===== config.mk =====
export PLATFORM = sky130hd
export DESIGN_NAME = isometric_sprite_slicer_flat
export DESIGN_NICKNAME = d
export VERILOG_FILES = /design/src/sv/slc_pkg.sv /design/src/sv/slc_if.sv /design/src/sv/slc_ctrl.sv /design/src/sv/slc_step.sv /design/src/sv/isometric_sprite_slicer.sv /design/src/flat_wrapper.sv
export SDC_FILE = /design/constraint.sdc
export NUM_CORES = 1
export LEC_CHECK = 0
export BUFFER_PORTS_ARGS = -buffer_cell sky130_fd_sc_hd__buf_4
export CORE_MARGIN = 2
export CORE_UTILIZATION = 47
export DETAILED_ROUTE_END_ITERATION = 12
export PLACE_DENSITY = 0.67
export REMOVE_ABC_BUFFERS = 1
export SLEW_MARGIN = 20
export SYNTH_ARGS = -nofsm -noshare
export SYNTH_HDL_FRONTEND = slang
export SYNTH_SLANG_ARGS = --single-unit

===== constraint.sdc =====
create_clock -name clk -period 9.6 [get_ports clk]
set_clock_uncertainty 0.1 [all_clocks]
set_input_delay 0.48 -clock clk [delete_from_list [all_inputs] [get_ports clk]]
set_output_delay 0.48 -clock clk [all_outputs]
set_load 0.005 [all_outputs]

===== src/sv/slc_pkg.sv =====
package slc_pkg;

  localparam int TILE_WIDTH_PIX = 128;
  localparam int DEPTH_PER_TILE = 256;
  localparam int MAX_LAND = 16;
  localparam int MAX_RESULTS = 31;

  localparam int LAND_W = $clog2(MAX_LAND + 1);
  localparam int CNT_W = $clog2(MAX_RESULTS);

  localparam logic [15:0] HALF_TILE = 16'(TILE_WIDTH_PIX / 2);
  localparam logic [15:0] FULL_TILE = 16'(TILE_WIDTH_PIX);
  localparam logic [20:0] DEPTH_STEP = 21'(DEPTH_PER_TILE);

  typedef enum logic [1:0] {
    ST_IDLE,
    ST_CENTRE,
    ST_LEFT,
    ST_RIGHT
  } slc_state_t;

  typedef struct packed {
    logic       load;
    logic       emit;
    logic       restart;
    logic       outer;
    logic       last;
    slc_state_t side;
  } slc_ctl_t;

endpackage


===== src/sv/slc_if.sv =====
interface slc_in_if (input logic clk);
  logic               valid;
  logic               ready;
  logic [4:0]         land_width;
  logic [4:0]         land_height;
  logic [13:0]        src_x;
  logic [13:0]        src_w;
  logic [13:0]        src_h;
  logic [13:0]        anchor_x;
  logic signed [16:0] depth_offset;

  modport source (
    output valid, land_width, land_height, src_x, src_w, src_h, anchor_x, depth_offset,
    input  ready
  );
  modport sink (
    input  valid, land_width, land_height, src_x, src_w, src_h, anchor_x, depth_offset,
    output ready
  );
endinterface

interface slc_out_if (input logic clk);
  logic               valid;
  logic               ready;
  logic signed [15:0] slice_src_x;
  logic signed [15:0] slice_src_w;
  logic signed [15:0] slice_anchor_x;
  logic [13:0]        slice_anchor_y;
  logic signed [20:0] slice_depth;
  logic               last_slice;

  modport source (
    output valid, slice_src_x, slice_src_w, slice_anchor_x, slice_anchor_y, slice_depth,
           last_slice,
    input  ready
  );
  modport sink (
    input  valid, slice_src_x, slice_src_w, slice_anchor_x, slice_anchor_y, slice_depth,
           last_slice,
    output ready
  );
endinterface


===== src/sv/slc_ctrl.sv =====
module slc_ctrl (
  input  logic             clk,
  input  logic             rst_n,
  input  logic             in_valid,
  output logic             in_ready,
  input  logic [4:0]       in_land_width,
  input  logic [4:0]       in_land_height,
  output logic             out_valid,
  input  logic             out_ready,
  output slc_pkg::slc_ctl_t ctl
);
  import slc_pkg::*;

  slc_state_t        state_r, state_nxt;
  logic [LAND_W-1:0] lw_r, lw_nxt, lh_r, lh_nxt, lw_sat, lh_sat;
  logic [LAND_W-1:0] idx_r, idx_nxt;
  logic [CNT_W-1:0]  cnt_r, cnt_nxt;
  logic              out_valid_r, out_valid_nxt;
  logic              accept, free, emit, left_end, right_end, last_now;

  assign in_ready  = (state_r == ST_IDLE);
  assign accept    = in_valid && in_ready;
  assign out_valid = out_valid_r;
  assign free      = !out_valid_r || out_ready;
  assign emit      = free && (state_r != ST_IDLE);

  assign lw_sat = (int'(in_land_width) > MAX_LAND) ? LAND_W'(MAX_LAND)
                                                   : LAND_W'(in_land_width);
  assign lh_sat = (int'(in_land_height) > MAX_LAND) ? LAND_W'(MAX_LAND)
                                                    : LAND_W'(in_land_height);

  assign left_end  = (idx_r == lw_r - LAND_W'(1));
  assign right_end = (idx_r == lh_r - LAND_W'(1));

  always_comb begin
    unique case (state_r)
      ST_CENTRE: last_now = (lw_r == LAND_W'(1)) && (lh_r == LAND_W'(1));
      ST_LEFT:   last_now = left_end && (lh_r == LAND_W'(1));
      ST_RIGHT:  last_now = right_end;
      default:   last_now = 1'b0;
    endcase
    if (cnt_r == CNT_W'(MAX_RESULTS - 1)) begin
      last_now = 1'b1;
    end
  end

  always_comb begin
    state_nxt = state_r;
    idx_nxt   = idx_r;
    cnt_nxt   = cnt_r;
    lw_nxt    = lw_r;
    lh_nxt    = lh_r;
    if (accept) begin
      lw_nxt  = lw_sat;
      lh_nxt  = lh_sat;
      cnt_nxt = '0;
      idx_nxt = '0;
      if (lw_sat != '0 && lh_sat != '0) begin
        state_nxt = ST_CENTRE;
      end
    end else if (emit) begin
      cnt_nxt = cnt_r + CNT_W'(1);
      idx_nxt = idx_r + LAND_W'(1);
      unique case (state_r)
        ST_CENTRE: begin
          state_nxt = (lw_r > LAND_W'(1)) ? ST_LEFT : ST_RIGHT;
          idx_nxt   = LAND_W'(1);
        end
        ST_LEFT: begin
          if (left_end) begin
            state_nxt = ST_RIGHT;
            idx_nxt   = LAND_W'(1);
          end
        end
        default: ;
      endcase
      if (last_now) begin
        state_nxt = ST_IDLE;
      end
    end
  end

  always_comb begin
    ctl.load    = accept;
    ctl.emit    = emit;
    ctl.side    = state_r;
    ctl.last    = last_now;
    ctl.restart = (state_r == ST_CENTRE) || ((state_r == ST_LEFT) && left_end);
    unique case (state_r)
      ST_LEFT:  ctl.outer = left_end;
      ST_RIGHT: ctl.outer = right_end;
      default:  ctl.outer = 1'b0;
    endcase
    out_valid_nxt = emit ? 1'b1 : (out_ready ? 1'b0 : out_valid_r);
  end

  always_ff @(posedge clk) begin
    if (!rst_n) begin
      state_r     <= ST_IDLE;
      idx_r       <= '0;
      cnt_r       <= '0;
      lw_r        <= '0;
      lh_r        <= '0;
      out_valid_r <= 1'b0;
    end else begin
      state_r     <= state_nxt;
      idx_r       <= idx_nxt;
      cnt_r       <= cnt_nxt;
      lw_r        <= lw_nxt;
      lh_r        <= lh_nxt;
      out_valid_r <= out_valid_nxt;
    end
  end
endmodule


===== src/sv/slc_step.sv =====
module slc_step (
  input  logic               clk,
  input  slc_pkg::slc_ctl_t  ctl,
  input  logic [13:0]        in_src_x,
  input  logic [13:0]        in_src_w,
  input  logic [13:0]        in_src_h,
  input  logic [13:0]        in_anchor_x,
  input  logic signed [16:0] in_depth_offset,
  output logic signed [15:0] slice_src_x,
  output logic signed [15:0] slice_src_w,
  output logic signed [15:0] slice_anchor_x,
  output logic [13:0]        slice_anchor_y,
  output logic signed [20:0] slice_depth,
  output logic               last_slice
);
  import slc_pkg::*;

  logic [15:0] base_r, sx_r, ax_r, swa_r, off_r, offn_r;
  logic [13:0] sh_r, ay_r;
  logic [20:0] dep_r, dacc_r;
  logic [15:0] x_nxt, w_nxt, a_nxt;
  logic [20:0] d_nxt;
  logic [15:0] x_r, w_r, a_r;
  logic [20:0] d_r;
  logic        last_r;

  always_comb begin
    unique case (ctl.side)
      ST_CENTRE: begin
        x_nxt = base_r - HALF_TILE;
        w_nxt = FULL_TILE;
        a_nxt = HALF_TILE;
        d_nxt = dep_r + DEPTH_STEP;
      end
      ST_LEFT: begin
        x_nxt = ctl.outer ? sx_r : base_r - offn_r;
        w_nxt = ctl.outer ? ax_r - off_r : HALF_TILE;
        a_nxt = ctl.outer ? ax_r : offn_r;
        d_nxt = dacc_r;
      end
      default: begin
        x_nxt = base_r + off_r;
        w_nxt = ctl.outer ? swa_r - off_r : HALF_TILE;
        a_nxt = 16'(0) - off_r;
        d_nxt = dacc_r;
      end
    endcase
  end

  always_ff @(posedge clk) begin
    if (ctl.load) begin
      base_r <= 16'(in_src_x) + 16'(in_anchor_x);
      sx_r   <= 16'(in_src_x);
      ax_r   <= 16'(in_anchor_x);
      swa_r  <= 16'(in_src_w) - 16'(in_anchor_x);
      sh_r   <= in_src_h;
      dep_r  <= 21'(in_depth_offset);
    end
    if (ctl.emit) begin
      x_r    <= x_nxt;
      w_r    <= w_nxt;
      a_r    <= a_nxt;
      ay_r   <= sh_r;
      d_r    <= d_nxt;
      last_r <= ctl.last;
      if (ctl.restart) begin
        off_r  <= HALF_TILE;
        offn_r <= HALF_TILE + HALF_TILE;
        dacc_r <= dep_r - DEPTH_STEP;
      end else begin
        off_r  <= offn_r;
        offn_r <= offn_r + HALF_TILE;
        dacc_r <= dacc_r - DEPTH_STEP;
      end
    end
  end

  assign slice_src_x    = x_r;
  assign slice_src_w    = w_r;
  assign slice_anchor_x = a_r;
  assign slice_anchor_y = ay_r;
  assign slice_depth    = d_r;
  assign last_slice     = last_r;
endmodule


===== src/sv/isometric_sprite_slicer.sv =====
// Cuts one isometric sprite into vertical slice records: a centre slice one tile wide,
// then the left strips, then the right strips, the final record flagged by last_slice.
// An item is taken only while the block is idle; the sequencer then emits one record
// per cycle while the sink takes them, through a single step unit that adds half a tile
// to the strip offset and subtracts one tile depth each step. Footprint sizes above 16
// count as 16, and a sink that stalls the output register keeps the block busy for longer.
// A sprite with a zero footprint size gives no records.
module isometric_sprite_slicer (
  input logic       clk,
  input logic       rst_n,
  slc_in_if.sink    in_ch,
  slc_out_if.source out_ch
);
  import slc_pkg::*;

  slc_ctl_t ctl;

  slc_ctrl u_ctrl (
    .clk            (clk),
    .rst_n          (rst_n),
    .in_valid       (in_ch.valid),
    .in_ready       (in_ch.ready),
    .in_land_width  (in_ch.land_width),
    .in_land_height (in_ch.land_height),
    .out_valid      (out_ch.valid),
    .out_ready      (out_ch.ready),
    .ctl            (ctl)
  );

  slc_step u_step (
    .clk             (clk),
    .ctl             (ctl),
    .in_src_x        (in_ch.src_x),
    .in_src_w        (in_ch.src_w),
    .in_src_h        (in_ch.src_h),
    .in_anchor_x     (in_ch.anchor_x),
    .in_depth_offset (in_ch.depth_offset),
    .slice_src_x     (out_ch.slice_src_x),
    .slice_src_w     (out_ch.slice_src_w),
    .slice_anchor_x  (out_ch.slice_anchor_x),
    .slice_anchor_y  (out_ch.slice_anchor_y),
    .slice_depth     (out_ch.slice_depth),
    .last_slice      (out_ch.last_slice)
  );
endmodule


===== src/flat_wrapper.sv =====
// flat-port wrapper written by rule: the top's interface ports become plain ports
module isometric_sprite_slicer_flat import slc_pkg::*;
  (clk, rst_n, in_ch_valid, in_ch_land_width, in_ch_land_height, in_ch_src_x, in_ch_src_w, in_ch_src_h, in_ch_anchor_x, in_ch_depth_offset, in_ch_ready, out_ch_valid, out_ch_slice_src_x, out_ch_slice_src_w, out_ch_slice_anchor_x, out_ch_slice_anchor_y, out_ch_slice_depth, out_ch_last_slice, out_ch_ready);
  slc_in_if in_ch_i (.clk(clk));
  slc_out_if out_ch_i (.clk(clk));
  input logic clk;
  input logic rst_n;
  input wire logic [$bits(in_ch_i.valid)-1:0] in_ch_valid;
  input wire logic [$bits(in_ch_i.land_width)-1:0] in_ch_land_width;
  input wire logic [$bits(in_ch_i.land_height)-1:0] in_ch_land_height;
  input wire logic [$bits(in_ch_i.src_x)-1:0] in_ch_src_x;
  input wire logic [$bits(in_ch_i.src_w)-1:0] in_ch_src_w;
  input wire logic [$bits(in_ch_i.src_h)-1:0] in_ch_src_h;
  input wire logic [$bits(in_ch_i.anchor_x)-1:0] in_ch_anchor_x;
  input wire logic [$bits(in_ch_i.depth_offset)-1:0] in_ch_depth_offset;
  output wire logic [$bits(in_ch_i.ready)-1:0] in_ch_ready;
  output wire logic [$bits(out_ch_i.valid)-1:0] out_ch_valid;
  output wire logic [$bits(out_ch_i.slice_src_x)-1:0] out_ch_slice_src_x;
  output wire logic [$bits(out_ch_i.slice_src_w)-1:0] out_ch_slice_src_w;
  output wire logic [$bits(out_ch_i.slice_anchor_x)-1:0] out_ch_slice_anchor_x;
  output wire logic [$bits(out_ch_i.slice_anchor_y)-1:0] out_ch_slice_anchor_y;
  output wire logic [$bits(out_ch_i.slice_depth)-1:0] out_ch_slice_depth;
  output wire logic [$bits(out_ch_i.last_slice)-1:0] out_ch_last_slice;
  input wire logic [$bits(out_ch_i.ready)-1:0] out_ch_ready;
  assign in_ch_i.valid = in_ch_valid;
  assign in_ch_i.land_width = in_ch_land_width;
  assign in_ch_i.land_height = in_ch_land_height;
  assign in_ch_i.src_x = in_ch_src_x;
  assign in_ch_i.src_w = in_ch_src_w;
  assign in_ch_i.src_h = in_ch_src_h;
  assign in_ch_i.anchor_x = in_ch_anchor_x;
  assign in_ch_i.depth_offset = in_ch_depth_offset;
  assign in_ch_ready = in_ch_i.ready;
  assign out_ch_valid = out_ch_i.valid;
  assign out_ch_slice_src_x = out_ch_i.slice_src_x;
  assign out_ch_slice_src_w = out_ch_i.slice_src_w;
  assign out_ch_slice_anchor_x = out_ch_i.slice_anchor_x;
  assign out_ch_slice_anchor_y = out_ch_i.slice_anchor_y;
  assign out_ch_slice_depth = out_ch_i.slice_depth;
  assign out_ch_last_slice = out_ch_i.last_slice;
  assign out_ch_i.ready = out_ch_ready;
  isometric_sprite_slicer u_core (.clk(clk), .rst_n(rst_n), .in_ch(in_ch_i), .out_ch(out_ch_i));
endmodule

==> results of run 1 <==
-- flip-flops by register name (all words and copies together), names as in the netlist, 10 cells and up --
name	cells
u_core.u_step.dacc_r	21
u_core.u_step.sh_r	14
u_core.u_step.slice_src_w	16
u_core.u_step.offn_r	10
u_core.u_step.slice_src_x	16
u_core.u_step.slice_anchor_x	16
u_core.u_step.ax_r	14
u_core.u_step.base_r	15
u_core.u_step.swa_r	15
u_core.u_step.slice_anchor_y	14
u_core.u_step.dep_r	17
u_core.u_step.slice_depth	21
u_core.u_step.sx_r	14
u_core.u_step.off_r	10
-- cell type report --
type | count | area [um^2]
Timing Repair Buffer | 179 | 1344
Clock buffer | 36 | 760.7
Multi-Input combinational cell | 808 | 5703
Inverter | 78 | 297.8
Tap cell | 372 | 465.4
Clock inverter | 10 | 70.07
Sequential cell | 237 | 6887
Fill cell | 2307 | 11570
-- worst max-delay path, delay by kind of cell, from the launching register on --
family,cells,cell delay (ns)
adder cells (fa/ha/maj),1,0.31
XOR/XNOR,1,0.16
AO/OA/AOI/OAI,2,0.58
AND/OR/NAND/NOR,3,1.31
buffers and inverters,1,0.07
flip-flops,1,0.45
-- final timing paths --
kind                           from                          endpoint  slack, ns  cells past startpoint
max           u_core.u_ctrl.lw_r[0]      u_core.u_step.slice_src_x[0]       6.37                      8
min          in_ch_depth_offset[11]           u_core.u_step.dep_r[11]       0.03                      1
min reg2reg  u_core.u_step.sh_r[10]  u_core.u_step.slice_anchor_y[10]       0.32                      0
max reg2reg   u_core.u_ctrl.lw_r[0]      u_core.u_step.slice_src_x[0]       6.37                      8
-- stage by stage --
| stage | setup WS (ns) | instance area [um^2] | power, mW | hold WS (ns) | std cells |
|---|---|---|---|---|---|
| floorplan | 5.399 | 12880 | 3.467 | 0.3003 | 1123 |
| global placement | 6.445 | 14700 | 4.225 | 0.3014 | 1674 |
| detailed placement | 6.370 | 14700 | 4.274 | 0.3062 | 1674 |
| CTS | 6.356 | 15530 | 5.256 | 0.005346 | 1720 |
| global route | 6.120 | 15530 | 5.585 | 0.006931 | 1720 |
| finish | 6.375 | 15530 | 5.222 | 0.02960 | 1720 |
-- kinds of logic (layout without fill, tap and decap cells) --
group / after synthesis / in the layout / share of synthesized area
and+or+nand+nor: 332 / 332 / 0.1269
adders and majority gates: 88 / 88 / 0.08577
other: 2 / 6 / 0.0005771
DFF: 237 / 237 / 0.5292
AOI/OAI and AO/OA: 233 / 233 / 0.1200
buffers and inverters: 108 / 303 / 0.03365
xor gates and xnor gates: 120 / 120 / 0.08077
muxes: 29 / 29 / 0.02308
-- placed cells by master (no fill, tap or decap), drive strengths merged, types with 26 or more instances in the layout --
cell / netlist / final
a21oi: 64 / 64
xnor2: 82 / 82
nor3: 30 / 30
xor2: 38 / 38
ha: 86 / 86
nor2: 103 / 103
buf: 7 / 179
clkbuf: 23 / 36
edfxtp: 214 / 214
inv: 78 / 78
o21ai: 41 / 41
nand2: 67 / 67
nand3: 26 / 26
-- metal layers --
layer	GRT usage	vias up	share of wire	routed length [um]
met5	0	-	0	0
met4	0.04980	0	0.021	646
met3	0.02488	47	0.054	1656
met2	0.3570	261	0.48	14590
met1	0.2844	4385	0.45	13730
li1	-	4568	-	-
-- report_power, final --
part	total (mW)	switching, mW	leakage (nW)	internal [mW]
combinational	2.28	1.31	3.45	0.967
clock	0.969	0.393	0.412	0.575
sequential	1.98	0.252	2.24	1.73
total	5.22	1.95	6.10	3.27
==> impl_metrics.yaml, run 1 <==
timing:
  timing.setup.tns_ns: 0
  grt_setup_unrepaired: "false"
  final.period_utilization: 0.3360
  slew_violations: 0
  setup_viol: 0
  fmax_mhz: 310.0
  slew_headroom: 0.2628
  tightestPinTransition_ns: 1.105
  period_minus_slack_ns: 3.225
  final_hold_viol_count: 0
route:
  drt-vias-per-instance: 5.384
  drt_wl_total_mm: 30.63
  first_pass_iters: 5
  drt_iter0_drc: 651
  routedWlPerCell_um: 17.81
  ant_nets: 0
  vias: 9261
  drc: 0
logic_synthesis:
  yosysMostFrequentCell: "edfxtp_1"
  ys_seq_area_frac: 0.5292
  synth_cell_type_count: 77
  synthCells: 1149
  syn_area_mm2: 0.01301
  ys_top_cells_by_count: "214 x edfxtp_1, 102 x nor2_1, 86 x ha_1"
  ys_ff_latch: 237
  yosys_warnings: 0
  async_reset_ff_frac: 0
  synth_top_area_frac: 0.4938
  synth_edf_count: 214
  synth_flop_cell: "edfxtp_1"
  synth.area.top_cells: "edfxtp_1 49%, ha_1 8.3%, xnor2_1 5.5%"
  synth_area_per_cell_um2: 11.33
  synth_top_area_cell: "edfxtp_1"
critical_path:
  cp_slowest_cell: "nand2_1"
  worstPathCellList: "inv_1 -> ha_1 -> xnor2_1 -> nor4_4 -> nand3_2 -> nand2_1 -> o21ai_0 -> a22o_1"
  cp_max_fo: 23
  end_kind: "flop"
  cp.arrival_ns: 3.40
  max_stage_delay_ns: 0.83
  cp-start-kind: "flop"
  crit_type: "flop to flop"
  critPathRequiredTime_ns: 9.78
cts:
  cts_htree_levels: 1
  cts-root-buf: "clkbuf_16"
  cts.sinks: 237
  cts_tree: "done"
  ctsHoldBuffers: 0
  clk_latency_ns: 0.53
  cts_resized: 0
  cts_setup_buffers: 0
  cts.path.max_buffers: 3
  cts_buffers: 26
  path_clk_slew_ns: 0.06
run_status:
  status: "finished clean"
finish:
  finish.utilization: 0.5729
  drive_gt1_frac: 0.1795
  finalNetCount: 1505
  area_delta_synth_final_pct: 19.33
  antenna_cells: 0
power_and_ir_drop:
  power_density_mw_per_mm2: 336.3
  p_leak_nw: 6.101
  ir_drop_mv: 0.1830
grt:
  grt_max_degree: 81
  grt.total_usage: 0.2088
  grt_antenna_before_repair: 0
  grt_pass1_vias: 9117
  grt_overflow: 0
  grt_pass1_wl_mm: 47.73
placed_design:
  dp_hpwl_mm: 22.36
  io_buffers: 172
  gp_congestion: 0.8431
die:
  rows: 60
  die_width_um: 170.4
  die-height_um: 170.4
  core_mm2: 0.02710
  floorplan.initialDensity: 0.4801
  dieArea_mm2: 0.02903
  io_pins: 173
worst_hold_path:
  min_path_type: "primary input to flop"
flow_run:
  drv_cap: 0
Note: power is estimated with default switching activity, not from simulation.
==> run 2, diff against run 1 <==
- PLACE_DENSITY: 0.67 -> 0.7
- clock period: 9.6 -> 2.8 ns (I/O delays scaled with it)
==> run 2 against run 1 <==
  * Global-route usage increased by 0.97 points
  * Hold slack got worse by 0.0033 ns
  * Critical path depth is the same
  * First-iteration DRC count up 3.4%
  * Clock-buffer cell count fell by 3
  * Sequential share of layout area decreased by 2.9 points
  * Worst setup slack worse by 6.2 ns
  * Register-to-register slack got worse by 6.2 ns
  * Final cell count up 5.9%
  * Clock power grew to 3.6 times the previous value
  * Routed wire length increased by 3.5%
  * Final area rose by 7.0%
  * Critical endpoint is now u_core.u_step.slice_src_x[15]
==> impl_metrics.yaml, run 2 (synthesis gave the netlist of run 1 again) <==
run_status:
  status: "finished clean"
finish:
  antenna_cells: 0
  finalNetCount: 1607
  area_delta_synth_final_pct: 27.73
  mostFrequentLayoutCell: "edfxtp_1"
  layout_common_cells: "214 x edfxtp_1, 195 x buf_4, 102 x nor2_1, 86 x ha_1, 82 x xnor2_1"
  fillers: 2182
  drive_gt1_frac: 0.1848
critical_path:
  cp.arrival_ns: 2.79
  rr_worst_depth: 8
  cp_max_fo: 6
  critPathRequiredTime_ns: 2.98
  cp-start-kind: "flop"
  crit_type: "flop to flop"
  rr_endpoint: "u_core.u_step.slice_src_x[15]"
  end_kind: "flop"
  r2r-start: "u_core.u_step.base_r[6]"
  ff2ff_setup_slack_ns: 0.19
cts:
  path_clk_slew_ns: 0.06
  cts.sinks: 237
  cts_tree: "done"
  clk_latency_ns: 0.54
  cts_htree_levels: 1
  cts.path.max_buffers: 3
  cts-root-buf: "clkbuf_16"
  cts_buffers: 27
worst_hold_path:
  min_path_cells: 4
  min_path_type: "primary input to flop"
  hold-path-endpoint: "u_core.u_step.swa_r[14]"
  hold_path_startpoint: "in_ch_src_w[13]"
route:
  ant_nets: 0
  drt_wl_total_mm: 31.70
  vias: 9634
  routedWlPerCell_um: 17.40
  drt-vias-per-instance: 5.288
  drc: 0
  first_pass_iters: 5
  drt_iter0_drc: 673
grt:
  grt_pass1_wl_mm: 49.56
  grt_antenna_before_repair: 0
  grt_pass1_vias: 9563
  use_met3: 0.02767
  grt_overflow: 0
  met2_usage: 0.3765
  busiest_layer: "met2"
  use_met1: 0.2908
  grt_max_degree: 38
  grt.total_usage: 0.2185
timing:
  tightestPinTransition_ns: 0.7484
  holdWs_ns: 0.02627
  final.period_utilization: 0.9315
  fmax_mhz: 383.4
  final_hold_viol_count: 0
  slew_headroom: 0.5000
  grt_setup_unrepaired: "false"
  period_minus_slack_ns: 2.608
  slew_violations: 0
  setup_viol: 0
placed_design:
  io_buffers: 172
  dp_hpwl_mm: 23.12
  gp_congestion: 0.8922
die:
  core_mm2: 0.02710
  floorplan.initialDensity: 0.4801
  die-height_um: 170.4
  die_width_um: 170.4
  io_pins: 173
  dieArea_mm2: 0.02903
  rows: 60
power_and_ir_drop:
  p_leak_nw: 6.596
  power_mw: 18.64
  ir_drop_mv: 0.6169
  power_density_mw_per_mm2: 1121
flow_run:
  drv_cap: 0
-- run 2: cell types whose count changed in the layout (fill, tap and decap cells not counted), sizes merged --
| cell | delta |
|---|---|
| inv | +1 |
| clkbuf | -3 |
| bufinv | +3 |
| buf | +23 |
| dlygate4sd3 | +78 |
-- run 2: final cells by class --
type                    instances  area [um^2]  area share
flip-flops and latches        237         6887      0.4143
multi-input cells             808         5709      0.3435
repair buffers                280         2385      0.1435
clock buffers                  33        698.2     0.04201
well taps                     372        465.4     0.02800
inverters                      78        297.8     0.01792
clock inverters                14        178.9     0.01076
-- run 2: worst max-delay path by stage --
| stage | start | endpoint | slack, ns | depth (start not counted) |
|---|---|---|---|---|
| finish | u_core.u_step.base_r[6] | u_core.u_step.slice_src_x[15] | 0.19 | 8 |
| global route | u_core.u_step.off_r[6] | u_core.u_step.slice_src_w[12] | 0.007 | 10 |
| CTS | u_core.u_step.off_r[6] | u_core.u_step.slice_src_w[15] | 0.12 | 9 |
| detailed placement | u_core.u_step.off_r[6] | u_core.u_step.slice_src_w[15] | 0.15 | 9 |
| global placement | u_core.u_step.off_r[6] | u_core.u_step.slice_src_w[12] | 0.18 | 9 |
| floorplan | u_core.u_ctrl.state_r[0] | u_core.u_ctrl.idx_r[3] | -1.40 | 7 |
-- run 2: repair_timing --
| action | 4_1_cts | 5_1_grt |
|---|---|---|
| hold buffers | 78 | 0 |
| endpoints found under the hold margin | 90 | 0 |
| setup buffers | 0 | 1 |
| gates resized for setup | 0 | 2 |
| setup endpoints to repair | 0 | 3 |
-- run 2: metrics by stage --
| step | util | worst slack, ns | area, um^2 | TNS [ns] | instances |
|---|---|---|---|---|---|
| floorplan | - | -1.401 | 12880 | -198.76 | 1123 |
| global placement | 0.5516 | 0.1752 | 14950 | 0 | 1696 |
| detailed placement | 0.5516 | 0.1512 | 14950 | 0 | 1696 |
| CTS | 0.6128 | 0.1183 | 16610 | 0 | 1821 |
| global route | 0.6133 | 0.007138 | 16620 | 0 | 1822 |
| finish | 0.6133 | 0.1919 | 16620 | 0 | 1822 |
-- run 2: worst max-delay path: stages, from the launching register on --
cell and delay (ns):
edfxtp_1 0.49, ha_1 0.39, o21a_1 0.24, o2111ai_1 0.31, a31oi_1 0.18, a31oi_1 0.22, xnor2_1 0.14, o221ai_1 0.12
a21boi_1 0.15
-- run 2: routing by layer --
metal / wire [um] / vias to the layer above
met2: 15130 / 296
met5: 0 / -
met1: 14060 / 4517
met3: 1760 / 62
met4: 746 / 0
li1: - / 4759
-- run 2: where the power goes --
part           total, mW  switching, mW  internal (mW)
Clock               3.53           1.39           2.13
Combinational       8.44           4.72           3.72
Sequential          6.67          0.793           5.88
